<file path="src/design/odc_pkg.sv">
package odc_pkg;

  localparam int unsigned DEPTH_DEF      = 64;
  localparam int unsigned VALUE_BITS_DEF = 16;
  localparam int unsigned CMD_W          = 2;
  localparam int unsigned FIELD_W        = 16;
  localparam int unsigned VERDICT_W      = 3;

  typedef enum logic [CMD_W-1:0] {
    CMD_PUSH  = 2'd0,
    CMD_POP   = 2'd1,
    CMD_CLEAR = 2'd2
  } odc_cmd_e;

  typedef enum logic [VERDICT_W-1:0] {
    VERDICT_STACK  = 3'd0,
    VERDICT_QUEUE  = 3'd1,
    VERDICT_PRIO   = 3'd2,
    VERDICT_NONE   = 3'd3,
    VERDICT_AMBIG  = 3'd4
  } odc_verdict_e;

  typedef enum logic [1:0] {
    CELL_HOLD,
    CELL_FROM_LEFT,
    CELL_FROM_RIGHT,
    CELL_LOAD
  } odc_cell_op_e;

  typedef struct packed {
    logic [CMD_W-1:0]   cmd;
    logic [FIELD_W-1:0] value;
  } odc_in_t;

  typedef struct packed {
    logic [VERDICT_W-1:0] verdict;
    logic                 stack_fits;
    logic                 queue_fits;
    logic                 prio_fits;
    logic                 overflowed;
  } odc_res_t;

  // decoded operation handed to every chain
  typedef struct packed {
    logic push;
    logic pop;
    logic clear;
  } odc_op_t;

  // chain status back to the top level
  typedef struct packed {
    logic ok;
    logic ovf;
  } odc_stat_t;

endpackage

</file>
<file path="src/design/odc_cell.sv">
module odc_cell #(
  parameter int unsigned VALUE_BITS = odc_pkg::VALUE_BITS_DEF
) (
  input  logic                    clk_i,
  input  odc_pkg::odc_cell_op_e   op_i,
  input  logic [VALUE_BITS-1:0]   left_i,
  input  logic [VALUE_BITS-1:0]   right_i,
  input  logic [VALUE_BITS-1:0]   load_i,
  output logic [VALUE_BITS-1:0]   data_o
);
  import odc_pkg::*;

  logic [VALUE_BITS-1:0] data_q, data_d;

  always_comb begin
    case (op_i)
      CELL_FROM_LEFT:  data_d = left_i;
      CELL_FROM_RIGHT: data_d = right_i;
      CELL_LOAD:       data_d = load_i;
      default:         data_d = data_q;
    endcase
  end

  always_ff @(posedge clk_i) begin
    data_q <= data_d;
  end

  assign data_o = data_q;

endmodule

</file>
<file path="src/design/odc_fifo.sv">
module odc_fifo #(
  parameter int unsigned DEPTH      = odc_pkg::DEPTH_DEF,
  parameter int unsigned VALUE_BITS = odc_pkg::VALUE_BITS_DEF
) (
  input  logic                  clk_i,
  input  logic                  rst_ni,
  input  odc_pkg::odc_op_t      op_i,
  input  logic [VALUE_BITS-1:0] val_i,
  output odc_pkg::odc_stat_t    stat_o
);
  import odc_pkg::*;

  localparam int unsigned CW = $clog2(DEPTH + 1);

  logic [CW-1:0]         cnt_q, cnt_d;
  logic                  ok_q, ok_d;
  logic                  full, empty, do_push, do_pop, match;
  logic [VALUE_BITS-1:0] data [DEPTH];

  assign full    = (cnt_q == CW'(DEPTH));
  assign empty   = (cnt_q == '0);
  assign match   = !empty && (data[0] == val_i);
  assign do_push = op_i.push && ok_q && !full;
  assign do_pop  = op_i.pop && ok_q && match;

  // head sits in cell 0; a push lands in the first free cell
  for (genvar i = 0; i < DEPTH; i++) begin : g_cell
    odc_cell_op_e          cop;
    logic [VALUE_BITS-1:0] right_w;

    if (i == DEPTH - 1) begin : g_last
      assign right_w = '0;
    end else begin : g_inner
      assign right_w = data[i+1];
    end

    always_comb begin
      cop = CELL_HOLD;
      if (do_push && (cnt_q == CW'(i))) begin
        cop = CELL_LOAD;
      end else if (do_pop) begin
        cop = CELL_FROM_RIGHT;
      end
    end

    odc_cell #(.VALUE_BITS(VALUE_BITS)) u_cell (
      .clk_i  (clk_i),
      .op_i   (cop),
      .left_i ('0),
      .right_i(right_w),
      .load_i (val_i),
      .data_o (data[i])
    );
  end

  always_comb begin
    cnt_d = cnt_q;
    ok_d  = ok_q;
    if (op_i.clear) begin
      cnt_d = '0;
      ok_d  = 1'b1;
    end else if (do_push) begin
      cnt_d = cnt_q + CW'(1);
    end else if (op_i.pop && ok_q) begin
      if (match) begin
        cnt_d = cnt_q - CW'(1);
      end else begin
        ok_d = 1'b0;
      end
    end
  end

  always_ff @(posedge clk_i or negedge rst_ni) begin
    if (!rst_ni) begin
      cnt_q <= '0;
      ok_q  <= 1'b1;
    end else begin
      cnt_q <= cnt_d;
      ok_q  <= ok_d;
    end
  end

  assign stat_o.ok  = ok_q;
  assign stat_o.ovf = op_i.push && ok_q && full;

endmodule

</file>
<file path="config.mk">
export PLATFORM = sky130hd
export DESIGN_NAME = odc_fifo
export DESIGN_NICKNAME = d
export VERILOG_FILES = /design/src/design/odc_pkg.sv /design/src/design/odc_cell.sv /design/src/design/odc_fifo.sv
export SDC_FILE = /design/constraint.sdc
export NUM_CORES = 1
export LEC_CHECK = 0
export ABC_AREA = 0
export BUFFER_PORTS_ARGS = -buffer_cell sky130_fd_sc_hd__buf_2
export CELL_PAD_IN_SITES_DETAIL_PLACEMENT = 1
export CELL_PAD_IN_SITES_GLOBAL_PLACEMENT = 2
export CORE_MARGIN = 3
export CORE_UTILIZATION = 43
export CTS_CLUSTER_DIAMETER = 150
export CTS_CLUSTER_SIZE = 16
export DETAILED_ROUTE_END_ITERATION = 12
export PLACE_DENSITY_LB_ADDON = 0.1
export SLEW_MARGIN = 20
export SYNTH_ARGS = -nofsm -noshare
export SYNTH_HDL_FRONTEND = slang
export SYNTH_SLANG_ARGS = --single-unit
</file>
<file path="constraint.sdc">
create_clock -name clk_i -period 3.3 [get_ports clk_i]
set_input_delay 0.495 -clock clk_i [delete_from_list [all_inputs] [get_ports clk_i]]
set_output_delay 0.495 -clock clk_i [all_outputs]
set_load 0.01 [all_outputs]
</file>
After elaboration in Yosys (flattened, before gate mapping). Cells that the tools add are included.

Bits in registers: 1032. Latch bits: 0. RAM bits: 0. ROM bits: 0. Output and inout port bits: 2. Word-level logic and storage cells: 607. Memories: 0.

$add $sub $neg: 2. Multipliers: 0. Div/mod/pow operators: 0. Order comparisons: 0. Eq/ne operators: 259. Shift operators: 0. Muxes and demuxes: 137. Bitwise logic cells: 0. Reductions and logical operators: 143.

Operator list (number): 16-bit case mux with 3 select lines (63); 2-bit equality test (second input constant) (128); 7-bit by 6-bit equality test with 1-bit output (second input constant) (32); 3-bit nonzero test (65); 2-bit two-way mux (65); 2-bit by 1-bit equality test with 1-bit output (second input constant) (64); 7-bit by 5-bit equality test with 1-bit output (second input constant) (16); 1-bit logical AND (70); 7-bit by 4-bit equality test with 1-bit output (second input constant) (8); 16-bit case mux with 2 select lines (1); 7-bit by 3-bit equality test with 1-bit output (second input constant) (4); 7-bit two-way mux (4); 16-bit equality test (1); 7-bit by 2-bit equality test with 1-bit output (second input constant) (2); 7-bit by 1-bit adder with 7-bit output (second input constant) (1); 7-bit by 1-bit equality test with 1-bit output (second input constant) (1); 7-bit equality test (second input constant) (1); 7-bit logical NOT (1); 7-bit by 1-bit subtractor with 7-bit output (second input constant) (1); 1-bit two-way mux (4); 2-bit != test (second input constant) (2); 2-bit nonzero test (2); 3-bit AND reduction (1); 1-bit logical NOT (2); other kinds (2) (2).

Depth between registers and ports, before layout.
Word-level depth: 9. Gate-level depth with buffers: 10.

Modules after synthesis. Synthesis repeated with hierarchy kept, for this count alone.

Cells, all modules: 4828. Area, all modules: 55500.7 um2.

Modules (own cells, without submodules): odc_cell (instances 64, cells an instance 71, area each 839.6 um2); odc_fifo (instances 1, cells an instance 284, area each 1769.2 um2).

Worst setup path before layout. OpenSTA, ideal clock, no wires.

Kind: flip-flop to flip-flop. Start point: reg cnt_q[0]. End point: reg g_cell[63].u_cell.data_q[0] (enable). Setup time: 0.465 ns. Arrival: 2.546 ns. Required time: 2.835 ns. Setup slack: 0.289 ns. Stages on the path, launching flop included: 11. Buffers on the path: 3. Clock period less this slack: 3.011 ns. Cell sequence: dfrtp_1 > inv_1 > ha_1 > or3b_2 > o211ai_2 > nor3_4 > nand2_2 > buf_6 > buf_6 > buf_6 > o21ai_0.

Word-level cells in the longest chain between the ends: 9.

Ends and longest elaborated chain: from (decl) (line odc_fifo.sv:15) `logic [CW-1:0] cnt_q, cnt_d;`; from (signal assigned) (line odc_fifo.sv:78) `cnt_q <= cnt_d;`; 7-bit logical NOT (line odc_fifo.sv:21) `assign empty = (cnt_q == '0);`; 1-bit logical NOT (line odc_fifo.sv:22) `assign match = !empty && (data[0] == val_i);`; 1-bit logical AND (line odc_fifo.sv:22); 1-bit logical AND (line odc_fifo.sv:24) `assign do_pop = op_i.pop && ok_q && match;`; 2-bit two-way mux (line odc_fifo.sv:41) `end else if (do_pop) begin`; 2-bit two-way mux * (line odc_fifo.sv:39) `if (do_push && (cnt_q == CW'(i))) begin`; 2-bit by 1-bit equality test with 1-bit output / 2-bit equality test (equally long branches) (line odc_cell.sv:16) `case (op_i)`; 2-bit OR reduction (no line); 2-bit nonzero test (no line) *; to (signal assigned) (line odc_cell.sv:25) `data_q <= data_d;`; to (decl) (line odc_cell.sv:13) `logic [VALUE_BITS-1:0] data_q, data_d;`.

Mark *: on every way between the ends. The rest lies on a longest branch, timed or not. A chain may end at the register's enable or synchronous reset.

Worst setup path after layout.
Start point: reg g_cell[0].u_cell.data_q[6]. End point: reg g_cell[47].u_cell.data_q[8], data pin.

Word-level cells in the longest chain between the ends: 7.

Ends and longest elaborated chain (line): from (decl) (odc_cell.sv:13); from (signal assigned) (odc_cell.sv:25); 16-bit equality test * (odc_fifo.sv:22); 1-bit logical AND * (odc_fifo.sv:22); 1-bit logical AND * (odc_fifo.sv:24); 2-bit two-way mux * (odc_fifo.sv:41); 2-bit two-way mux * (odc_fifo.sv:39); 2-bit equality test / 2-bit by 1-bit equality test with 1-bit output (equally long branches) (odc_cell.sv:16); 16-bit case mux with 3 select lines * (odc_cell.sv:16); via g_cell[47].u_cell.data_d[8] (odc_cell.sv:13); to (signal assigned) (odc_cell.sv:25); to (decl) (odc_cell.sv:13).

Mark *: on every way through the listed nets, which the timed path passes. The rest lies on a longest branch.

==> metrics.yaml <==
cts_root_buf: "clkbuf_16"
grt_pass1_vias: 34360
drt-total-wl_microns: 159000
drive_gt1_share_pct: 13.8
htreeDepth: 3
synth_compound_area_share_pct: 13.5
area_growth_pct: 9.27
relSlewSlack_pct: 29.5
finClkSkew_ps: 30.9
crit_path_end_kind: "register"
wl_per_cell_microns: 27.0
synth_top_family_by_area: "simple AND/OR/NAND/NOR gates"
drv_cap: 0
tightest_slew_ps: 1060
crit_path_cell_trace: "xor2_1 > nor4_1 > buf_4 > and3_4 > buf_12 > buf_12 > buf_4 > nand3_1 > o21ai_0"
synth-edff-count: 1024
syn-num-nets: 4519
tns_ps: 0
place.gp.congestion: 0.832
synth_xor_area_share_pct: 0.290
syn_avg_cell_area_sq_um: 10.8
via_count: 35246
cpLargestDelayFamily: "buffers and inverters"
cp_data_required_time_ps: 3760
dpl-instance-area_sq_mm: 0.0507
synth_top_flop_cell: "edfxtp_1"
place.port_buffers: 22
final_cell_area_sq_mm: 0.0528
die_height_microns: 341
leakagePower_nw: 17.0
dp_slack_ps: -289
crit_type: "register to register"
start_util_pct: 43.5
cp-start-kind: "register"
drt_iter0_drc: 3775
die-width_microns: 341
ant_nets: 0
worstPathMaxFanout: 52
worst_slack_ps: 57.6
grt_max_degree: 120
drv_slew: 0
synth.area.top_cells: "edfxtp_1 (64%), o21ai_0 (7.2%), nand2_1 (7.2%)"
std_cell_rows: 122
nFillCells: 11967
synth_commonest_cells: "edfxtp_1 (1,024), nand2_1 (930), o21ai_0 (699)"
async_reset_ff_share_pct: 0.775
fin_nets: 4420
path_clk_slew_ps: 80
dp_cells: 5802
ios: 23
grt_util_all_layers_pct: 27.1
ys_ff_latch: 1032
yosysWarnings: 0
hold_violations: 0
yosys.area.top_type: "edfxtp_1"
synthAdderAreaFrac_pct: 0.129
synth_area_sq_mm: 0.0483
yosys.area_share.simple_pct: 16.5
cts_setup_buffers: 0
gr-total-overflow: 0
drc: 0
synth_mux_area_share_pct: 0.272
clock.fmax_mhz: 308
dieArea_sq_mm: 0.116
dr.pass1.iters: 5
numCtsBuffers: 74
detailedPlacementHpwl_microns: 98100
core_area_sq_mm: 0.111
crit_buf_inv: 4
finalSetupViolCount: 0
ir_drop_v: 0.000370
final.period_utilization_pct: 98.3
viasPerCell: 5.96
clk_latency_ps: 680
critPathSlowestCell: "nor4_1"
netlist_instances: 4493
critical-path-max-stage-delay_ps: 540
clk_path_buf_depth: 3
cts_tree: "built"
synthMostInstantiatedCell: "edfxtp_1"
period_minus_slack_ps: 3240
rsz0062_at_grt: "false"
yosysSeqAreaShare_pct: 64.1
fin_cells: 5910
netlist-cell-type-count: 54
antenna_found_initial: 4
crit_arrival_ps: 3700
pwr_density_cell_mw_per_mm2: 477
outcome: "complete, no violations"
cts_sinks: 1032
synth_top_area_share_pct: 63.6
grt_pass1_wl_microns: 235000
hold_ws_ps: 244
hold_class: "input port to register"
-- repair_timing --
| item | in CTS | in global routing |
|---|---|---|
| gates resized for setup | 0 | 8 |
| hold buffers | 1 | 0 |
| setup endpoints to repair | 58 | 48 |
| gates cloned | 2 | 1 |
| pin swaps | 1 | 1 |
| hold endpoints to repair | 8 | 0 |
-- cell usage in the layout, fill, tap and decap left out, types with 5 or more instances in the layout --
master     netlist  layout
xor2_1          12      12
nor4_1           6       5
mux2i_1         12      12
inv_1           32      25
inv_2            0       9
dfrtp_1          7       7
buf_12           0      26
o22ai_1        147     147
or3_1            8       8
clkbuf_1       307      22
nand2_1        930     930
ha_1             5       5
buf_2          116      14
edfxtp_1      1024    1024
o31ai_1         16      16
o22ai_2         90      90
nor2_2           1      22
o211ai_1         5       5
o21ai_1          0      36
and3_1           7       6
o21ai_0        699     663
nor3_1          26      26
clkbuf_16        0      75
nand3_1        636     635
a31o_1          12      12
buf_4           53     289
nand4_1         52      52
a31o_2          59      59
nor2_1         131     110
a22o_1          16      16
-- tightest hold or removal path, cell delays in order --
cell	delay, ps
buf_2	160
o311a_1	190
o21ai_0	70
-- report_power, final --
group	switching (mW)	internal [mW]
clock network	4.64	4.13
registers	0.0969	14.4
logic	1.46	0.477
total	6.19	19.0
-- path summary, 6_finish.rpt --
path,startpoint,to,slack (ps),depth (start not counted)
max,g_cell[0].u_cell.data_o[6],g_cell[47].u_cell.data_o[8],60,9
min,op_i[1],ok_q,240,3
max reg2reg,g_cell[0].u_cell.data_o[6],g_cell[47].u_cell.data_o[8],60,9
min reg2reg,g_cell[2].u_cell.data_o[12],g_cell[1].u_cell.data_o[12],550,1
max in group asynchronous,rst_ni,ok_q,2730,2
min in group asynchronous,rst_ni,cnt_q[3],320,2
-- flip-flops by register name, indices dropped and copies added, names as in the netlist --
register and cells:
ok_q 1, cnt_q 7, g_cell.u_cell.data_o 1024
-- logic make-up after synthesis --
| logic type | count (synthesis) |
|---|---|
| xor gates and xnor gates | 16 |
| buffers and inverters | 549 |
| DFF | 1032 |
| muxes | 13 |
| AOI/OAI and AO/OA | 1054 |
| and+or+nand+nor | 1824 |
| adders and majority gates | 5 |
-- metrics by stage --
stage,utilization (%),total power [mW]
after floorplan,-,15.7
after global placement,45.6,16.6
after detailed placement,45.6,16.6
after CTS,47.4,25.3
after global routing,47.5,25.9
final,47.5,25.2
-- area by class of cell --
cell class / count / area (sq um) / area share, %
clock inverter: 7 / 83.8 / 0.159
tap: 1488 / 1860 / 3.53
timing repair buffer: 335 / 2870 / 5.44
antenna: 1 / 2.50 / 0.00474
clock buffer: 96 / 1930 / 3.66
sequential: 1032 / 31000 / 58.6
inverter: 37 / 139 / 0.263
multi-input combinational: 2914 / 14900 / 28.3
-- routing by layer --
metal / up-vias / GRT usage [%] / routed length (microns)
met5: - / 0 / 0
met4: 0 / 7.18 / 4530
met3: 205 / 3.44 / 8620
met2: 932 / 42.3 / 73000
met1: 18011 / 39.9 / 73400
li1: 16098 / - / -
Power figures use the tool's default switching activity.
