--- src/design/odc_pkg.sv ---
package odc_pkg;

  localparam int unsigned DEPTH_DEF      = 64;
  localparam int unsigned VALUE_BITS_DEF = 16;
  localparam int unsigned CMD_W          = 2;
  localparam int unsigned FIELD_W        = 16;
  localparam int unsigned VERDICT_W      = 3;

  typedef enum logic [CMD_W-1:0] {
    CMD_PUSH  = 2'd0,
    CMD_POP   = 2'd1,
    CMD_CLEAR = 2'd2
  } odc_cmd_e;

  typedef enum logic [VERDICT_W-1:0] {
    VERDICT_STACK  = 3'd0,
    VERDICT_QUEUE  = 3'd1,
    VERDICT_PRIO   = 3'd2,
    VERDICT_NONE   = 3'd3,
    VERDICT_AMBIG  = 3'd4
  } odc_verdict_e;

  typedef enum logic [1:0] {
    CELL_HOLD,
    CELL_FROM_LEFT,
    CELL_FROM_RIGHT,
    CELL_LOAD
  } odc_cell_op_e;

  typedef struct packed {
    logic [CMD_W-1:0]   cmd;
    logic [FIELD_W-1:0] value;
  } odc_in_t;

  typedef struct packed {
    logic [VERDICT_W-1:0] verdict;
    logic                 stack_fits;
    logic                 queue_fits;
    logic                 prio_fits;
    logic                 overflowed;
  } odc_res_t;

  // decoded operation handed to every chain
  typedef struct packed {
    logic push;
    logic pop;
    logic clear;
  } odc_op_t;

  // chain status back to the top level
  typedef struct packed {
    logic ok;
    logic ovf;
  } odc_stat_t;

endpackage

--- src/design/odc_cell.sv ---
module odc_cell #(
  parameter int unsigned VALUE_BITS = odc_pkg::VALUE_BITS_DEF
) (
  input  logic                    clk_i,
  input  odc_pkg::odc_cell_op_e   op_i,
  input  logic [VALUE_BITS-1:0]   left_i,
  input  logic [VALUE_BITS-1:0]   right_i,
  input  logic [VALUE_BITS-1:0]   load_i,
  output logic [VALUE_BITS-1:0]   data_o
);
  import odc_pkg::*;

  logic [VALUE_BITS-1:0] data_q, data_d;

  always_comb begin
    case (op_i)
      CELL_FROM_LEFT:  data_d = left_i;
      CELL_FROM_RIGHT: data_d = right_i;
      CELL_LOAD:       data_d = load_i;
      default:         data_d = data_q;
    endcase
  end

  always_ff @(posedge clk_i) begin
    data_q <= data_d;
  end

  assign data_o = data_q;

endmodule

--- src/design/odc_prio.sv ---
module odc_prio #(
  parameter int unsigned DEPTH      = odc_pkg::DEPTH_DEF,
  parameter int unsigned VALUE_BITS = odc_pkg::VALUE_BITS_DEF
) (
  input  logic                  clk_i,
  input  logic                  rst_ni,
  input  odc_pkg::odc_op_t      op_i,
  input  logic [VALUE_BITS-1:0] val_i,
  output odc_pkg::odc_stat_t    stat_o
);
  import odc_pkg::*;

  localparam int unsigned CW = $clog2(DEPTH + 1);

  logic [CW-1:0]         cnt_q, cnt_d;
  logic                  ok_q, ok_d;
  logic                  full, empty, do_push, do_pop, match;
  logic [VALUE_BITS-1:0] data [DEPTH];
  logic [DEPTH-1:0]      occ, take;

  assign full    = (cnt_q == CW'(DEPTH));
  assign empty   = (cnt_q == '0);
  assign match   = !empty && (data[0] == val_i);
  assign do_push = op_i.push && ok_q && !full;
  assign do_pop  = op_i.pop && ok_q && match;

  // cells kept sorted largest first, so cell 0 always holds the maximum
  for (genvar i = 0; i < DEPTH; i++) begin : g_cell
    odc_cell_op_e          cop;
    logic [VALUE_BITS-1:0] left_w, right_w;
    logic                  take_prev, occ_prev;

    assign occ[i]  = (CW'(i) < cnt_q);
    assign take[i] = !occ[i] || (val_i > data[i]);

    if (i == 0) begin : g_first
      assign left_w    = '0;
      assign take_prev = 1'b0;
      assign occ_prev  = 1'b0;
    end else begin : g_inner_l
      assign left_w    = data[i-1];
      assign take_prev = take[i-1];
      assign occ_prev  = occ[i-1];
    end
    if (i == DEPTH - 1) begin : g_last
      assign right_w = '0;
    end else begin : g_inner_r
      assign right_w = data[i+1];
    end

    always_comb begin
      cop = CELL_HOLD;
      if (do_push) begin
        // entries below the insert point move down one cell
        if (take_prev && occ_prev) begin
          cop = CELL_FROM_LEFT;
        end else if (take[i] && !take_prev) begin
          cop = CELL_LOAD;
        end
      end else if (do_pop) begin
        cop = CELL_FROM_RIGHT;
      end
    end

    odc_cell #(.VALUE_BITS(VALUE_BITS)) u_cell (
      .clk_i  (clk_i),
      .op_i   (cop),
      .left_i (left_w),
      .right_i(right_w),
      .load_i (val_i),
      .data_o (data[i])
    );
  end

  always_comb begin
    cnt_d = cnt_q;
    ok_d  = ok_q;
    if (op_i.clear) begin
      cnt_d = '0;
      ok_d  = 1'b1;
    end else if (do_push) begin
      cnt_d = cnt_q + CW'(1);
    end else if (op_i.pop && ok_q) begin
      if (match) begin
        cnt_d = cnt_q - CW'(1);
      end else begin
        ok_d = 1'b0;
      end
    end
  end

  always_ff @(posedge clk_i or negedge rst_ni) begin
    if (!rst_ni) begin
      cnt_q <= '0;
      ok_q  <= 1'b1;
    end else begin
      cnt_q <= cnt_d;
      ok_q  <= ok_d;
    end
  end

  assign stat_o.ok  = ok_q;
  assign stat_o.ovf = op_i.push && ok_q && full;

endmodule

--- config.mk ---
export PLATFORM = sky130hd
export DESIGN_NAME = odc_prio
export DESIGN_NICKNAME = d
export VERILOG_FILES = /design/src/design/odc_pkg.sv /design/src/design/odc_cell.sv /design/src/design/odc_prio.sv
export SDC_FILE = /design/constraint.sdc
export NUM_CORES = 2
export LEC_CHECK = 0
export ABC_AREA = 1
export BUFFER_PORTS_ARGS = -buffer_cell sky130_fd_sc_hd__buf_2
export CAP_MARGIN = 0
export CORE_MARGIN = 4
export CORE_UTILIZATION = 33
export CTS_BUF_LIST = sky130_fd_sc_hd__clkbuf_8
export DETAILED_ROUTE_END_ITERATION = 7
export REMOVE_ABC_BUFFERS = 1
export SLEW_MARGIN = 20
export SYNTH_ARGS = -nofsm -noshare
export SYNTH_HDL_FRONTEND = slang
export SYNTH_SLANG_ARGS = --single-unit
--- constraint.sdc ---
create_clock -name clk_i -period 5.85 [get_ports clk_i]
set_input_delay 1.17 -clock clk_i [delete_from_list [all_inputs] [get_ports clk_i]]
set_output_delay 1.17 -clock clk_i [all_outputs]
set_load 0.01 [all_outputs]
# --- After elaboration in Yosys (flattened, before gate mapping) ---
# Index checks and enable logic that the tools add are counted.
classes:
  muxes: 264
  reduce_logical: 395
  n_lt_le_gt_ge: 128
  n_addsub: 2
  n_eq_ne: 196
ops:
  columns: ["op", "count"]
  rows:
  - ["$pmux 16 s3", 64]
  - ["$gt 16x16->1", 64]
  - ["$mux 2", 192]
  - ["$eq 2x2->1 const B", 128]
  - ["$lt 6x7->1 const A", 32]
  - ["$reduce_bool 3->1", 66]
  - ["$logic_and 1x1->1", 132]
  - ["$logic_not 1->1", 129]
  - ["$eq 2x1->1 const B", 64]
  - ["$lt 5x7->1 const A", 16]
  - ["$logic_or 1x1->1", 64]
  - ["$lt 4x7->1 const A", 8]
  - ["$lt 3x7->1 const A", 4]
  - ["$mux 7", 4]
  - ["$eq 16x16->1", 1]
  - ["$lt 1x7->1 const A", 2]
  - ["$lt 2x7->1 const A", 2]
  - ["$add 7x1->7 const B", 1]
  - ["$eq 7x7->1 const B", 1]
  - ["$logic_not 7->1", 1]
  - ["$sub 7x1->7 const B", 1]
  - ["$mux 1", 4]
  - ["$ne 2x2->1 const B", 2]
  - ["$reduce_and 3->1", 1]
  - ["2 further kinds", 2]
totals:
  inputBits: 21
  out_inout_bits: 2
  register_bits: 1032

# --- Depth between registers and ports, before layout ---
depth:
  ltp_word: 10
  mapped_depth: 20
  depth_no_buf: 18

# --- Modules after synthesis ---
# From an unflattened synthesis, not the netlist that was laid out.
hier_totals:
  cells_unflattened: 10843
  hier_area_um2: 86175.1
by_module_without_submodules:
  columns: ["mod", "cells_per_inst", "n_inst", "seq_area_each_um2", "area_per_inst_um2"]
  rows:
  - ["odc_cell", 91, 64, 480.5, 878.3]
  - ["odc_prio", 5019, 1, 201.4, 29961.2]

# --- Least setup slack after synthesis ---
# OpenSTA, ideal clock, no wires.
synth_timing:
  path_kind: "input port to flip-flop"
  from: "input port val_i[0]"
  to: "register g_cell[60].u_cell.data_q[0] (enable)"
  path_buffers: 2
  slack_ps: 502
  required_ps: 5439
  stages: 11
  arrival_time_ps: 4937
  setup_ps: 411
  path_cell_list: "clkbuf_1 > inv_1 > ha_1 > nand2_1 > nor2_1 > nand3_1 > nand2_1 > nand2_1 > clkbuf_1 > o21ai_0 > o21ai_0"
synth_via:
  elab_chain_cells: 9
synth_lines:
  columns: ["element", "line_no", "text"]
  rows:
  - ["start, declared", "odc_prio.sv:8", "input logic [VALUE_BITS-1:0] val_i,"]
  - ["$gt 16x16->1", "odc_prio.sv:34", "assign take[i] = !occ[i] || (val_i > data[i]);"]
  - ["$logic_or 1x1->1", "odc_prio.sv:34", null]
  - ["$logic_not 1->1", "odc_prio.sv:57", "end else if (take[i] && !take_prev) begin"]
  - ["$logic_and 1x1->1", "odc_prio.sv:57", null]
  - ["$mux 2", "odc_prio.sv:57", null]
  - ["$mux 2", "odc_prio.sv:55", "if (take_prev && occ_prev) begin"]
  - ["$mux 2 (*)", "odc_prio.sv:53", "if (do_push) begin"]
  - ["$eq 2x1->1 or $eq 2x2->1 (tied branches)", "odc_cell.sv:16", "case (op_i)"]
  - ["$reduce_bool 3->1 (no line) (*)", null, null]
  - ["end signal, assigned", "odc_cell.sv:25", "data_q <= data_d;"]
  - ["end, declared", "odc_cell.sv:13", "logic [VALUE_BITS-1:0] data_q, data_d;"]
# Every way passes the cells marked *; elsewhere a longest branch is shown, timed or not.
# A chain may end at the register's enable or synchronous reset.

# --- Final worst setup path ---
layout_timing:
  from: "register cnt_q[6]"
  to: "register g_cell[1].u_cell.data_q[12] (enable)"
layout_via:
  elab_chain_cells: 10
layout_lines:
  columns: ["element", "line_no", "text"]
  rows:
  - ["start, declared", "odc_prio.sv:15", "logic [CW-1:0] cnt_q, cnt_d;"]
  - ["start signal, assigned", "odc_prio.sv:97", "cnt_q <= cnt_d;"]
  - ["$lt 1x7->1", "odc_prio.sv:33", "assign occ[i] = (CW'(i) < cnt_q);"]
  - ["$logic_not 1->1", "odc_prio.sv:34", null]
  - ["$logic_or 1x1->1", "odc_prio.sv:34", null]
  - ["$logic_not 1->1", "odc_prio.sv:57", null]
  - ["$logic_and 1x1->1", "odc_prio.sv:57", null]
  - ["$mux 2", "odc_prio.sv:57", null]
  - ["$mux 2", "odc_prio.sv:55", null]
  - ["$mux 2 (*)", "odc_prio.sv:53", null]
  - ["$eq 2x1->1 or $eq 2x2->1 (tied branches)", "odc_cell.sv:16", null]
  - ["$reduce_bool 3->1 (no line) (*)", null, null]
  - ["end signal, assigned", "odc_cell.sv:25", null]
  - ["end, declared", "odc_cell.sv:13", null]
# Marks and branches as above.

==> impl_results.md <==
* Hold depth at 2
* Synthesized flop and latch total at 1032
* Fmax achieved at 221.5 MHz
* Die X at 515.7 um
* # DRC at 0
* Status: completed
* CP required at 6.48 ns
* Slew @ Worst Pin at 1.193 ns
* Ys flop type: edfxtp_1
* Synthesized area per cell at 7.287 um^2
* Via count at 80246
* Most common cell in the netlist: nand2_1
* Die footprint at 266000 um^2
* Total design power at 29180 uW
* Cell taking the most area after synthesis: edfxtp_1
* Worst path max stage delay at 0.73 ns
* Critical R2R Capture: g_cell[1].u_cell.data_o[12]
* WP data arrival at 5.14 ns
* Worst slack, placed at 1.192 ns
* Final Util at 36.45%
* Design area at 93560 um^2
* Clock Pin Slew Worst Setup and Hold Paths at 0.07 ns
* R2r startpoint: cnt_q[6]
* Max-slew headroom at 20.41%
* Area grow syn2layout at 9.988%
* P_leak at 0.04613 uW
* Vias in the first global route at 74629
* EDFF count, synth at 1024
* Hold endpoint: cnt_q[1]
* Seq/Total Area, Yosys at 36.39%
* Dominant cells by area after synthesis: edfxtp_1 36%, nand2_1 17%, ha_1 15%, inv_1 7.9%, nand3_1 7.6%
* GRT Overall Usage at 22.30%
* WL per Instance at 20.11 um
* Worst reg2reg path depth at 10
* Starting Density at 33.14%
* Worst Min Path Start: op_i[0]
* Cell Area, Synth at 85060 um^2
* Critical path fanouts, max at 20
* Final setup violation count at 0
* RSZ-0062 raised after global routing: no
* CP cell instances: nor2_4, buf_4, nand2_2, buf_4, nor2_1, o21ai_1, nand2_1, nand3_2, o211ai_1, buf_4
* Starting DRT DRC Count at 8992
* Num CTS Buffers at 199
* DP HPWL at 218900 um
* Largest net degree at the start of global routing at 190
* Total Nets Final at 12680
* DR pass1 iterations at 8
* Vias per Instance at 5.289
* CP max-delay cell: nand2_1
* Warnings from Yosys at 0
* Period utilisation layout at 77.16%
* Final Hold Viols at 0
* CTS H-Tree Depth at 4
* Maximum VDD drop at 277.6 uV
* Pins Over Slew Limit at 0
* CTS root buf: clkbuf_8
* Minimum clock period at 4.514 ns
* Worst Skew at 0.1032 ns
* Clk sinks at 1032
* CTS tree: yes
* Pwr dens at 311.9 nW/um^2
* CP most frequent cell: buf_4
* Boundary Pins at 23
* Antenna Nets Post-Route at 0
* Post-synth ARST share at 0.7752%
* Crit. End Element: register
* Share of cells above drive strength 1 at 5.329%
* Post-Syn Instances at 11673
* Commonest cells in the netlist: 3875 x nand2_1, 1790 x inv_1, 1298 x nand3_1
* Worst-Skew Late Latency at 1.04 ns
* First-pass GRT wire length at 462700 um
* Final GP Congestion at 0.9543
* Clk buf depth at 3
* Post-synthesis cell type count at 38
* R2r setup slk at 1.34 ns
* Fin worst setup slack at 1.336 ns
* Row count at 186
* Detailed Route WL at 305100 um
* Placed cell areas at 89780 um^2
* Tightest Hold Check Type: primary input to register
* Grt total ovfl at 0
* IO Port Bufs at 22
* Post_cts resized at 0
* Initial antenna violation count at 10
* Placeable Area at 256700 um^2
* Die H at 515.7 um
* WS Path Type: register to register
* Max cap viols at 0
* Startpoint Class: register
* Fin Setup TNS at 0 ns
* Post-synth top area share at 36.15%
==> critical path: cells and delay by family (launching register included) <==
family	cells	cell delay, ns
DFF	1	0.66
AOI/OAI and AO/OA	2	0.71
and+or+nand+nor	5	1.96
buffers and inverters	3	0.81
==> cells by family (layout without fill, tap and decap cells) <==
group	count (synthesis)	after routing	share of synthesized area, %
AO/OA/AOI/OAI	782	782	4.923
adder cells (fa/ha/maj)	1028	1028	15.12
buffers and inverters	2358	2470	10.81
flip-flops	1032	1032	36.39
other	0	3	0
AND/OR/NAND/NOR	6473	6473	32.76
==> through the flow <==
step / hold WS, ns / std cells
floorplan: 0.5140 / 11122
global placement: 0.5300 / 14813
detailed placement: 0.5379 / 14813
CTS: 0.4317 / 15169
global route: 0.5111 / 15172
finish: 0.5235 / 15172
==> state kept, by name (all words and copies together), names as in the netlist <==
name / flops
cnt_q: 7
ok_q: 1
g_cell.u_cell.data_o: 1024
==> per-layer routing <==
| metal | vias to the layer above | wire (um) | share of wire [%] | GRT usage, % |
|---|---|---|---|---|
| met5 | - | 59 | 0.019 | 0 |
| met4 | 8 | 12540 | 4.1 | 8.752 |
| met3 | 637 | 28580 | 9.4 | 3.862 |
| met2 | 3805 | 131900 | 43 | 34.18 |
| met1 | 37236 | 132100 | 43 | 31.12 |
| li1 | 38560 | - | - | - |
==> where the power goes <==
part           switching (uW)  total [uW]  leakage (uW)  internal (uW)
clock                    3520        7210       0.00211           3690
sequential               1780       12200       0.00973          10400
combinational            6630        9770        0.0343           3140
total                   11900       29200        0.0461          17200
==> placed cells by master (no fill, tap or decap), types with 55 or more instances in the layout <==
cell,n
nand4_1,705
nand2_1,3874
clkbuf_8,210
buf_4,246
o21ai_0,174
edfxtp_1,1024
ha_1,1028
nand3_1,1298
inv_1,1840
nor2_1,519
a21oi_1,450
o21ai_1,55
==> worst max path at each step <==
stage | from | to | slack [ns] | depth (start not counted)
CTS | cnt_q[2] | g_cell[29].u_cell.data_o[1] | 1.39 | 14
finish | cnt_q[6] | g_cell[1].u_cell.data_o[12] | 1.34 | 10
global route | cnt_q[2] | g_cell[49].u_cell.data_o[5] | 1.26 | 11
global placement | val_i[11] | g_cell[11].u_cell.data_o[15] | 1.21 | 14
detailed placement | val_i[8] | g_cell[1].u_cell.data_o[8] | 1.19 | 15
floorplan | op_i[2] | g_cell[10].u_cell.data_o[0] | -12.92 | 5
==> cell type report <==
type                            instances  area (um^2)
Sequential cell                      1032        30950
Fill cell                           27207       163100
Inverter                             1807         6807
Clock inverter                        153        979.7
Clock buffer                          202         2780
Antenna cell                            3        7.507
Tap cell                             3384         4234
Multi-Input combinational cell       8283        44920
Timing Repair Buffer                  308         2877
==> timing repair <==
| item | CTS | global route |
|---|---|---|
| endpoints found under the hold margin | 7 | 0 |
| setup buffers | 0 | 0 |
| endpoints found under the setup margin | 0 | 0 |
| hold buffers | 1 | 0 |
(Power assumes the default switching activity.)
