### config.mk
export PLATFORM = sky130hd
export DESIGN_NAME = odc_lifo
export DESIGN_NICKNAME = d
export VERILOG_FILES = /design/src/design/odc_pkg.sv /design/src/design/odc_cell.sv /design/src/design/odc_lifo.sv
export SDC_FILE = /design/constraint.sdc
export NUM_CORES = 1
export LEC_CHECK = 0
export BUFFER_PORTS_ARGS = -buffer_cell sky130_fd_sc_hd__buf_2
export CELL_PAD_IN_SITES_DETAIL_PLACEMENT = 1
export CELL_PAD_IN_SITES_GLOBAL_PLACEMENT = 1
export CORE_MARGIN = 4
export CORE_UTILIZATION = 40
export DETAILED_ROUTE_END_ITERATION = 8
export GPL_TIMING_DRIVEN = 0
export HOLD_SLACK_MARGIN = 0.06
export PLACE_DENSITY = 0.72
export SLEW_MARGIN = 10
export SYNTH_ARGS = -nofsm -noshare
export SYNTH_HDL_FRONTEND = slang
export SYNTH_HIERARCHICAL = 1
export SYNTH_SLANG_ARGS = --single-unit
### constraint.sdc
create_clock -name clk_i -period 17.37 [get_ports clk_i]
set_input_delay 1.737 -clock clk_i [delete_from_list [all_inputs] [get_ports clk_i]]
set_output_delay 1.737 -clock clk_i [all_outputs]
set_load 0.01 [all_outputs]
### src/design/odc_pkg.sv
package odc_pkg;

  localparam int unsigned DEPTH_DEF      = 64;
  localparam int unsigned VALUE_BITS_DEF = 16;
  localparam int unsigned CMD_W          = 2;
  localparam int unsigned FIELD_W        = 16;
  localparam int unsigned VERDICT_W      = 3;

  typedef enum logic [CMD_W-1:0] {
    CMD_PUSH  = 2'd0,
    CMD_POP   = 2'd1,
    CMD_CLEAR = 2'd2
  } odc_cmd_e;

  typedef enum logic [VERDICT_W-1:0] {
    VERDICT_STACK  = 3'd0,
    VERDICT_QUEUE  = 3'd1,
    VERDICT_PRIO   = 3'd2,
    VERDICT_NONE   = 3'd3,
    VERDICT_AMBIG  = 3'd4
  } odc_verdict_e;

  typedef enum logic [1:0] {
    CELL_HOLD,
    CELL_FROM_LEFT,
    CELL_FROM_RIGHT,
    CELL_LOAD
  } odc_cell_op_e;

  typedef struct packed {
    logic [CMD_W-1:0]   cmd;
    logic [FIELD_W-1:0] value;
  } odc_in_t;

  typedef struct packed {
    logic [VERDICT_W-1:0] verdict;
    logic                 stack_fits;
    logic                 queue_fits;
    logic                 prio_fits;
    logic                 overflowed;
  } odc_res_t;

  // decoded operation handed to every chain
  typedef struct packed {
    logic push;
    logic pop;
    logic clear;
  } odc_op_t;

  // chain status back to the top level
  typedef struct packed {
    logic ok;
    logic ovf;
  } odc_stat_t;

endpackage

### src/design/odc_cell.sv
module odc_cell #(
  parameter int unsigned VALUE_BITS = odc_pkg::VALUE_BITS_DEF
) (
  input  logic                    clk_i,
  input  odc_pkg::odc_cell_op_e   op_i,
  input  logic [VALUE_BITS-1:0]   left_i,
  input  logic [VALUE_BITS-1:0]   right_i,
  input  logic [VALUE_BITS-1:0]   load_i,
  output logic [VALUE_BITS-1:0]   data_o
);
  import odc_pkg::*;

  logic [VALUE_BITS-1:0] data_q, data_d;

  always_comb begin
    case (op_i)
      CELL_FROM_LEFT:  data_d = left_i;
      CELL_FROM_RIGHT: data_d = right_i;
      CELL_LOAD:       data_d = load_i;
      default:         data_d = data_q;
    endcase
  end

  always_ff @(posedge clk_i) begin
    data_q <= data_d;
  end

  assign data_o = data_q;

endmodule

### src/design/odc_lifo.sv
module odc_lifo #(
  parameter int unsigned DEPTH      = odc_pkg::DEPTH_DEF,
  parameter int unsigned VALUE_BITS = odc_pkg::VALUE_BITS_DEF
) (
  input  logic                  clk_i,
  input  logic                  rst_ni,
  input  odc_pkg::odc_op_t      op_i,
  input  logic [VALUE_BITS-1:0] val_i,
  output odc_pkg::odc_stat_t    stat_o
);
  import odc_pkg::*;

  localparam int unsigned CW = $clog2(DEPTH + 1);

  logic [CW-1:0]         cnt_q, cnt_d;
  logic                  ok_q, ok_d;
  logic                  full, empty, do_push, do_pop, match;
  logic [VALUE_BITS-1:0] data [DEPTH];

  assign full    = (cnt_q == CW'(DEPTH));
  assign empty   = (cnt_q == '0);
  assign match   = !empty && (data[0] == val_i);
  assign do_push = op_i.push && ok_q && !full;
  assign do_pop  = op_i.pop && ok_q && match;

  // top of stack sits in cell 0: push shifts right, pop shifts left
  for (genvar i = 0; i < DEPTH; i++) begin : g_cell
    odc_cell_op_e          cop;
    logic [VALUE_BITS-1:0] left_w, right_w;

    if (i == 0) begin : g_first
      assign left_w = '0;
    end else begin : g_inner_l
      assign left_w = data[i-1];
    end
    if (i == DEPTH - 1) begin : g_last
      assign right_w = '0;
    end else begin : g_inner_r
      assign right_w = data[i+1];
    end

    always_comb begin
      cop = CELL_HOLD;
      if (do_push) begin
        cop = (i == 0) ? CELL_LOAD : CELL_FROM_LEFT;
      end else if (do_pop) begin
        cop = CELL_FROM_RIGHT;
      end
    end

    odc_cell #(.VALUE_BITS(VALUE_BITS)) u_cell (
      .clk_i  (clk_i),
      .op_i   (cop),
      .left_i (left_w),
      .right_i(right_w),
      .load_i (val_i),
      .data_o (data[i])
    );
  end

  always_comb begin
    cnt_d = cnt_q;
    ok_d  = ok_q;
    if (op_i.clear) begin
      cnt_d = '0;
      ok_d  = 1'b1;
    end else if (do_push) begin
      cnt_d = cnt_q + CW'(1);
    end else if (op_i.pop && ok_q) begin
      if (match) begin
        cnt_d = cnt_q - CW'(1);
      end else begin
        ok_d = 1'b0;
      end
    end
  end

  always_ff @(posedge clk_i or negedge rst_ni) begin
    if (!rst_ni) begin
      cnt_q <= '0;
      ok_q  <= 1'b1;
    end else begin
      cnt_q <= cnt_d;
      ok_q  <= ok_d;
    end
  end

  assign stat_o.ok  = ok_q;
  assign stat_o.ovf = op_i.push && ok_q && full;

endmodule

# After elaboration in Yosys (flattened, before gate mapping)
# Cells that the tools add are included.
dict set report totals {
  output_inout_bits 2
  reg_bits 1032
  wordCells 169
  inputBits 21
}
dict set report classes {
  reduce_logical 16
  n_eq_ne 10
  n_addsub 2
  mux 75
}
# operator count
set ops {}
lappend ops {{$pmux W16 S3} 64}
lappend ops {{$mux W7} 4}
lappend ops {{$eq A16 B16 Y1} 1}
lappend ops {{$reduce_bool A3 Y1} 4}
lappend ops {{$eq A2 B2 Y1 const B} 4}
lappend ops {{$add A7 B1 Y7 const B} 1}
lappend ops {{$eq A7 B7 Y1 const B} 1}
lappend ops {{$logic_not A7 Y1} 1}
lappend ops {{$sub A7 B1 Y7 const B} 1}
lappend ops {{$logic_and A1 B1 Y1} 6}
lappend ops {{$mux W2} 3}
lappend ops {{$eq A2 B1 Y1 const B} 2}
lappend ops {{$mux W1} 4}
lappend ops {{$ne A2 B2 Y1 const B} 2}
lappend ops {{$reduce_and A3 Y1} 1}
lappend ops {{$logic_not A1 Y1} 2}
lappend ops {{$reduce_and A2 Y1} 1}
lappend ops {{$reduce_bool A2 Y1} 1}

# Logic depth before layout (Yosys ltp)
# Gate-level depths: netlist of the first run.
dict set report depth {
  depth_word 8
  depth_mapped 12
  ltp_nobuf 12
}

# Cells and area by module
# The synthesis of the first run kept the hierarchy.
# module cells_per_inst area_each_um2 seq_area_each_um2 instances
set by_module_without_submodules {}
lappend by_module_without_submodules {odc_cell 71 839.6 480.5 64}
lappend by_module_without_submodules {odc_lifo 94 850.8 201.4 1}

# Worst setup path before layout of the first run
# Ideal clock, no wire load.
dict set report synth_timing {
  path_type {input to register}
  start {input op_i[2] (netlist name)}
  end {register g_cell[10].u_cell.data_q[0] (enable)}
  path_buffers 1
  setup_ps 334
  stages 5
  setup_slack_ps 10809
  t_arrival_ps 6227
  required_ps 17036
  path_cell_list {nand3_2 > inv_2 > nor3b_1 > clkbuf_1 > or2_2}
}
dict set report synth_between {
  elab_chain_cells 5
}
# element line
set synth_lines {}
lappend synth_lines {{start: declaration} odc_lifo.sv:7} ;# input odc_pkg::odc_op_t op_i,
lappend synth_lines {{$logic_and A1 B1 Y1 * (2 in a row)} odc_lifo.sv:23} ;# assign do_push = op_i.push && ok_q && !full;
lappend synth_lines {{via do_push} odc_lifo.sv:17} ;# logic full, empty, do_push, do_pop, match;
lappend synth_lines {{$mux W2 *} odc_lifo.sv:44} ;# if (do_push) begin
lappend synth_lines {{via g_cell[10].cop[1]} odc_lifo.sv:28} ;# odc_cell_op_e cop;
lappend synth_lines {{$eq A2 B1 Y1 or $eq A2 B2 Y1 (tied branches)} odc_cell.sv:16} ;# case (op_i)
lappend synth_lines {{$reduce_bool A3 Y1 (no line) *} n/a}
lappend synth_lines {{end signal: assignment} odc_cell.sv:25} ;# data_q <= data_d;
lappend synth_lines {{end: declaration} odc_cell.sv:13} ;# logic [VALUE_BITS-1:0] data_q, data_d;
# The timed path passes the listed nets; every way through them passes the cells marked *.
# A chain may end at the register's enable or synchronous reset.

# Worst setup path in the final report of the first run
dict set report layout_timing {
  start {input val_i[3]}
  end {register g_cell[50].u_cell.data_q[0] (enable)}
}
dict set report layout_between {
  elab_chain_cells 7
}
# element line
set layout_lines {}
lappend layout_lines {{start: declaration} odc_lifo.sv:8} ;# input logic [VALUE_BITS-1:0] val_i,
lappend layout_lines {{$eq A16 B16 Y1 *} odc_lifo.sv:22} ;# assign match = !empty && (data[0] == val_i);
lappend layout_lines {{$logic_and A1 B1 Y1 *} odc_lifo.sv:22}
lappend layout_lines {{$logic_and A1 B1 Y1 *} odc_lifo.sv:24} ;# assign do_pop = op_i.pop && ok_q && match;
lappend layout_lines {{$mux W2 * (2 in a row)} n/a}
lappend layout_lines {{via g_cell[10].cop[1]} odc_lifo.sv:28}
lappend layout_lines {{$eq A2 B1 Y1 or $eq A2 B2 Y1 (tied branches)} odc_cell.sv:16}
lappend layout_lines {{$reduce_bool A3 Y1 (no line) *} n/a}
lappend layout_lines {{end signal: assignment} odc_cell.sv:25}
lappend layout_lines {{end: declaration} odc_cell.sv:13}
# Marks and branches as above.

==> results of run 1 <==
-- metrics by stage --
stage	hold slack, ns	std cells	util
global placement	0.536	6471	0.421
global route	0.573	6705	0.451
floorplan	0.511	4669	-
CTS	0.558	6705	0.451
detailed placement	0.546	6495	0.425
finish	0.556	6705	0.451
-- registers in the layout (all words and copies together), names as in the netlist --
register,flops
g_cell.u_cell/data_o,1024
ok_q,1
cnt_q,7
-- where the power goes --
part / switching [W] / internal [W] / leakage (nW)
clock: 0.00101 / 0.00132 / 1.73
sequential: 0.000210 / 0.00317 / 9.90
combinational: 0.000695 / 0.000557 / 11.4
total: 0.00192 / 0.00505 / 23.0
-- worst min-delay path by stage --
stage / cells past startpoint / slack, ns / start / to
global route: 1 / 0.57 / ok_q / ok_q
CTS: 1 / 0.56 / ok_q / ok_q
detailed placement: 1 / 0.55 / ok_q / ok_q
finish: 1 / 0.56 / ok_q / ok_q
global placement: 1 / 0.54 / ok_q / ok_q
floorplan: 2 / 0.51 / cnt_q[5] / cnt_q[5]
-- cell families (layout without fill, tap and decap cells) --
kind of cell | Yosys count | in the layout
mux | 1027 | 1027
simple gates | 1117 | 1117
compound gates | 1040 | 1040
fa+ha+maj | 7 | 7
other cells | 1 | 32
xor+xnor | 22 | 22
flops | 1032 | 1032
buf+inv | 392 | 647
-- layout make-up --
class / count / area, um2 / area share
flip-flops and latches: 1032 / 31000 / 0.506
multi-input cells: 3245 / 20300 / 0.333
plain buffers: 387 / 3390 / 0.0554
clock buffers: 151 / 3040 / 0.0498
well taps: 1781 / 2230 / 0.0365
repair buffers: 45 / 651 / 0.0106
clock inverters: 59 / 495 / 0.00811
inverters: 5 / 23.8 / 0.000389
-- layer usage --
layer	global-route usage	up-vias
met5	0	-
met4	0.0554	0
met3	0.0229	230
met2	0.347	511
met1	0.257	17500
li1	-	17300
-- cell usage after synthesis (all sizes together) (3+ instances only) --
| cell type | instances |
|---|---|
| xnor2 | 19 |
| or2 | 64 |
| nand2 | 4 |
| a21oi | 1029 |
| inv | 5 |
| nor2 | 1033 |
| xor2 | 3 |
| edfxtp | 1024 |
| mux2i | 1027 |
| nand4 | 4 |
| dfrtp | 7 |
| clkbuf | 64 |
| buf | 323 |
| ha | 6 |
==> results.ini, run 1 <==
[outcome]
outcome = finished, final reports clean

[power]
total_power_w = 0.00696
leakage_nw = 23.0
peakVddDrop_mv = 0.0818
powerDensity_nw_per_um2 = 114

[cells_and_area]
antenna_cells = 0
layout_commonest_cell = nor2_1
fin_area_um2 = 61100
nFillCells = 14500
nets = 4859
layout-drive-gt1-share = 0.120
mostFrequentLayoutCells = 1033 x nor2_1, 1028 x a21oi_1, 1027 x mux2i_1
area_delta_synth_final_pct = 12.0

[logic_synthesis]
ys_types = 43
ys_top_cells_by_area = edfxtp_1 56%, mux2i_1 19%, a21oi_1 9.4%, nor2_1 7.1%, buf_12 2.3%
synth_edf_count = 1024
synth_top_family_by_area = multiplexers
synth_ff_type = edfxtp_1
synthSimpleGateAreaFrac = 0.0810
synth_top_area_frac = 0.563
synth.avg_cell_area_um2 = 11.8
ys_async_sr_fraction = 0.00775
synthXorXnorAreaFrac = 0.00353
synthMuxAreaShare = 0.188
yosys.area_share.adder = 0.00174
synth_compound_area_frac = 0.0959
netlist_area_um2 = 54600
synth_seq_cells = 1032
ys_warn_count = 6
syn-instance-count = 4638
seq_area_frac_synth = 0.567
synth_top_area_cell = edfxtp_1

[timing]
fin_crit_sh = 0.279
slew-limit-headroom = 0.565
hold_viol = 0
tightest_slew_ns = 0.653
fin_tns_setup_ns = 0
drv_slew = 0
finalWorstSetupSlack_ns = 12.53
rsz0062_at_grt = false
setup_viol = 0
fmax_ghz = 0.207
fin_crit_ns = 4.84
finClkSkew_ns = 0.0247

[global_routing]
overflow = 0
grt_pass1_wl_um = 223000
antenna_found_initial = 0
grt_max_degree = 56
grt_usage = 0.197
grt_pass1_vias = 38200

[flow_run]
cap_viol_max_count = 0

[critical_path]
crit_slowest_cell = buf_4
ff2ff_path_depth = 12
cp-endpoint = g_cell[50].u_cell/data_o[0]
slowest_delay_ns = 0.49
critPathRequiredTime_ns = 17.75
worstReg2RegEnd = g_cell[50].u_cell/data_o[0]
crit_start = val_i[3]
path_buf_inv = 7
cp.arrival_ns = 5.22
end_kind = flip-flop
path_delay_family = buffers and inverters
r2r_slack_ns = 13.51
path_cells = buf_4 > buf_12 > xnor2_1 > nand4_1 > nor4_1 > a21boi_1 > nor3b_2 > buf_4 > buf_6 > buf_4 > buf_4 > clkbuf_1 > or2_2
path_common_cell = buf_4
crit_fanout = 36
crit_path_start_kind = input pin
crit_cells = 13
r2r_start = cnt_q[2]
critPathKind = input pin to flip-flop

[floorplanning]
start_util = 0.403
die_h_um = 377
num_io_pins = 23
num_rows = 135
die_area_um2 = 142000
core_um2 = 135000
die_w_um = 377

[clock_tree]
ctsResizeCount = 0
cts_root_buf = clkbuf_16
cts_max_path_buffers = 3
htreeDepth = 3
postCtsHoldBufs = 0
path_clk_slew_ns = 0.06
cts_tree = yes
cts.sinks = 1032
post_cts_buffers = 0
cts_made_buffers = 115
clock_latency_ns = 0.72

[route]
wl_per_cell_um = 21.2
wl_met3_um = 3860
vias = 35500
viasPerCell = 5.30
drt-met1-wl_um = 63900
drtAntennaViolNets = 0
drt_iter0_drc = 1990
wl_met2_um = 70500
highest_layer = met4
drtPass1Iterations = 5
drcViolationCount = 0
drt-total-wl_um = 142000

[place]
io_buffers = 21
gp_congestion = 0.766
placed_area_um2 = 57600
dp_slack_ns = 11.78
hpwlAfterDp_um = 103000

[hold_path]
worstHoldPathType = flip-flop to flip-flop

No activity file was read; power rests on OpenSTA's default activity.
==> run 2: changes to the inputs <==
Clock period 17.37 ns to 4.7 ns, I/O delays scaled along.
==> run 2 against run 1 <==
Against the previous run: critical path depth down 3; register-to-register slack worse by 13 ns; sequential power rose to 3.7 times the previous value; non-clock buffer count is 1 lower; largest power group unchanged; combinational power increased to 3.7 times the previous value; global-route usage is 0.30 points higher; core utilization barely moved.
==> results.ini, run 2 (synthesis results as in run 1) <==
[route]
drtPass1Iterations = 6  ; +1
wl_per_cell_um = 21.7  ; +2.2%
drt_iter0_drc = 2346  ; +18%
drt-total-wl_um = 145000  ; +2.1%
viasPerCell = 5.48  ; +3.4%
drcViolationCount = 0  ; unchanged
vias = 36700  ; +3.3%
drtAntennaViolNets = 0  ; unchanged

[floorplanning]
core_um2 = 135000  ; unchanged
die_area_um2 = 142000  ; unchanged
die_h_um = 377  ; unchanged
die_w_um = 377  ; unchanged
num_io_pins = 23  ; unchanged
num_rows = 135  ; unchanged
start_util = 0.403  ; unchanged

[clock_tree]
cts_max_path_buffers = 3  ; unchanged
cts_tree = yes
ctsResizeCount = 0  ; unchanged
path_clk_slew_ns = 0.06  ; about the same
postCtsHoldBufs = 2  ; +2
cts_made_buffers = 113  ; -1.7%
cts.sinks = 1032  ; unchanged
post_cts_buffers = 0  ; unchanged
clock_latency_ns = 0.71  ; about the same
cts_root_buf = clkbuf_16
htreeDepth = 3  ; unchanged

[cells_and_area]
largest_register_ffs = 1024  ; unchanged
nets = 4856  ; -0.062%
layout-drive-gt1-share = 0.117  ; -0.00374
antenna_cells = 0  ; unchanged
mostFrequentLayoutCells = 1033 x nor2_1, 1028 x a21oi_1, 1027 x mux2i_1
layout_commonest_cell = nor2_1
post-route-util = 0.451  ; about the same
area_delta_synth_final_pct = 11.9  ; about the same

[hold_path]
worstHoldPathType = input pin to async pin

[timing]
setup_viol = 0  ; unchanged
fmax_ghz = 0.256
finClkSkew_ns = 0.0201  ; -0.00463 ns
rsz0062_at_grt = false
slew-limit-headroom = 0.489  ; -0.0756
finalWorstSetupSlack_ns = 0.795  ; -11.73 ns
fin_crit_ns = 3.90
hold_viol = 0  ; unchanged
fin_crit_sh = 0.831
drv_slew = 0  ; unchanged
tightest_slew_ns = 0.765  ; +0.113 ns

[critical_path]
end_kind = flip-flop
crit_slowest_cell = nor3b_4
cp.arrival_ns = 4.27  ; -0.95 ns
crit_fanout = 20  ; -44%
path_cells = or4_4 > nor3_4 > nand2_2 > nand3_2 > inv_6 > nor3b_4 > buf_16 > buf_8 > clkbuf_1 > or2_2
critPathRequiredTime_ns = 5.06  ; -12.69 ns
critPathKind = flip-flop to flip-flop
slowest_delay_ns = 0.68  ; +0.19 ns
crit_path_start_kind = flip-flop

[flow_run]
cap_viol_max_count = 0  ; unchanged

[place]
dp_slack_ns = 0.344  ; -11.43 ns
io_buffers = 21  ; unchanged
gp_congestion = 0.767  ; +0.22%
hpwlAfterDp_um = 105000  ; +2.2%

[global_routing]
grt_pass1_wl_um = 228000  ; +2.4%
overflow = 0  ; unchanged
grt_max_degree = 49  ; -13%
grt_pass1_vias = 40300  ; +5.7%
antenna_found_initial = 0  ; unchanged
grt_usage = 0.200  ; +0.00298

[outcome]
outcome = finished, final reports clean

[power]
total_power_w = 0.0256  ; +270%
powerDensity_nw_per_um2 = 420  ; +270%
peakVddDrop_mv = 0.271  ; +230%
leakage_nw = 22.9  ; -0.20%

run 2: critical path: cells and delay by family (launching register included):
family / cells / cell delay [ns]
buffers and inverters: 4 / 0.87
AND/OR/NAND/NOR: 6 / 2.24
flip-flops: 1 / 0.42
run 2: worst paths after layout:
check | from | end | slack [ns] | cells after the start
max | cnt_q[2] | g_cell[13].u_cell/data_o[6] | 0.80 | 10
min | rst_ni | cnt_q[3] | 0.15 | 2
max reg2reg | cnt_q[2] | g_cell[13].u_cell/data_o[6] | 0.80 | 10
min reg2reg | ok_q | ok_q | 0.54 | 1
max in group asynchronous | rst_ni | ok_q | 4.30 | 2
min in group clk_i | op_i[0] | cnt_q[2] | 0.18 | 2
run 2: where the power goes:
| part | total [W] | switching [W] | internal, W |
|---|---|---|---|
| clock | 0.00846 | 0.00365 | 0.00481 |
| combinational | 0.00468 | 0.00262 | 0.00206 |
| sequential | 0.0125 | 0.000756 | 0.0117 |
| total | 0.0256 | 0.00703 | 0.0186 |
run 2: final cells by class:
cell class / count / area, um2
clock inverters: 56 / 398
repair buffers: 44 / 706
inverters: 5 / 23.8
plain buffers: 387 / 3390
flip-flops and latches: 1032 / 31000
multi-input cells: 3245 / 20400
fillers: 14400 / 74400
clock buffers: 150 / 3030
well taps: 1781 / 2230
run 2: routing by layer:
| layer | routed length, um | up-vias | GRT usage | part of all wire |
|---|---|---|---|---|
| met5 | 0 | - | 0 | 0 |
| met4 | 2600 | 0 | 0.0464 | 0.018 |
| met3 | 5610 | 173 | 0.0238 | 0.039 |
| met2 | 72300 | 631 | 0.350 | 0.50 |
| met1 | 64600 | 18600 | 0.267 | 0.45 |
| li1 | - | 17300 | - | - |
run 2: per-stage QoR:
stage | hold slack [ns] | TNS (ns) | std cells | area, um2
after floorplan | 0.174 | 0 | 4669 | 54700
after global routing | 0.140 | 0 | 6700 | 61100
after CTS | 0.0827 | 0 | 6700 | 61100
after global placement | 0.334 | -7079.27 | 6471 | 57000
after detailed placement | 0.335 | 0 | 6492 | 57600
final | 0.153 | 0 | 6700 | 61100
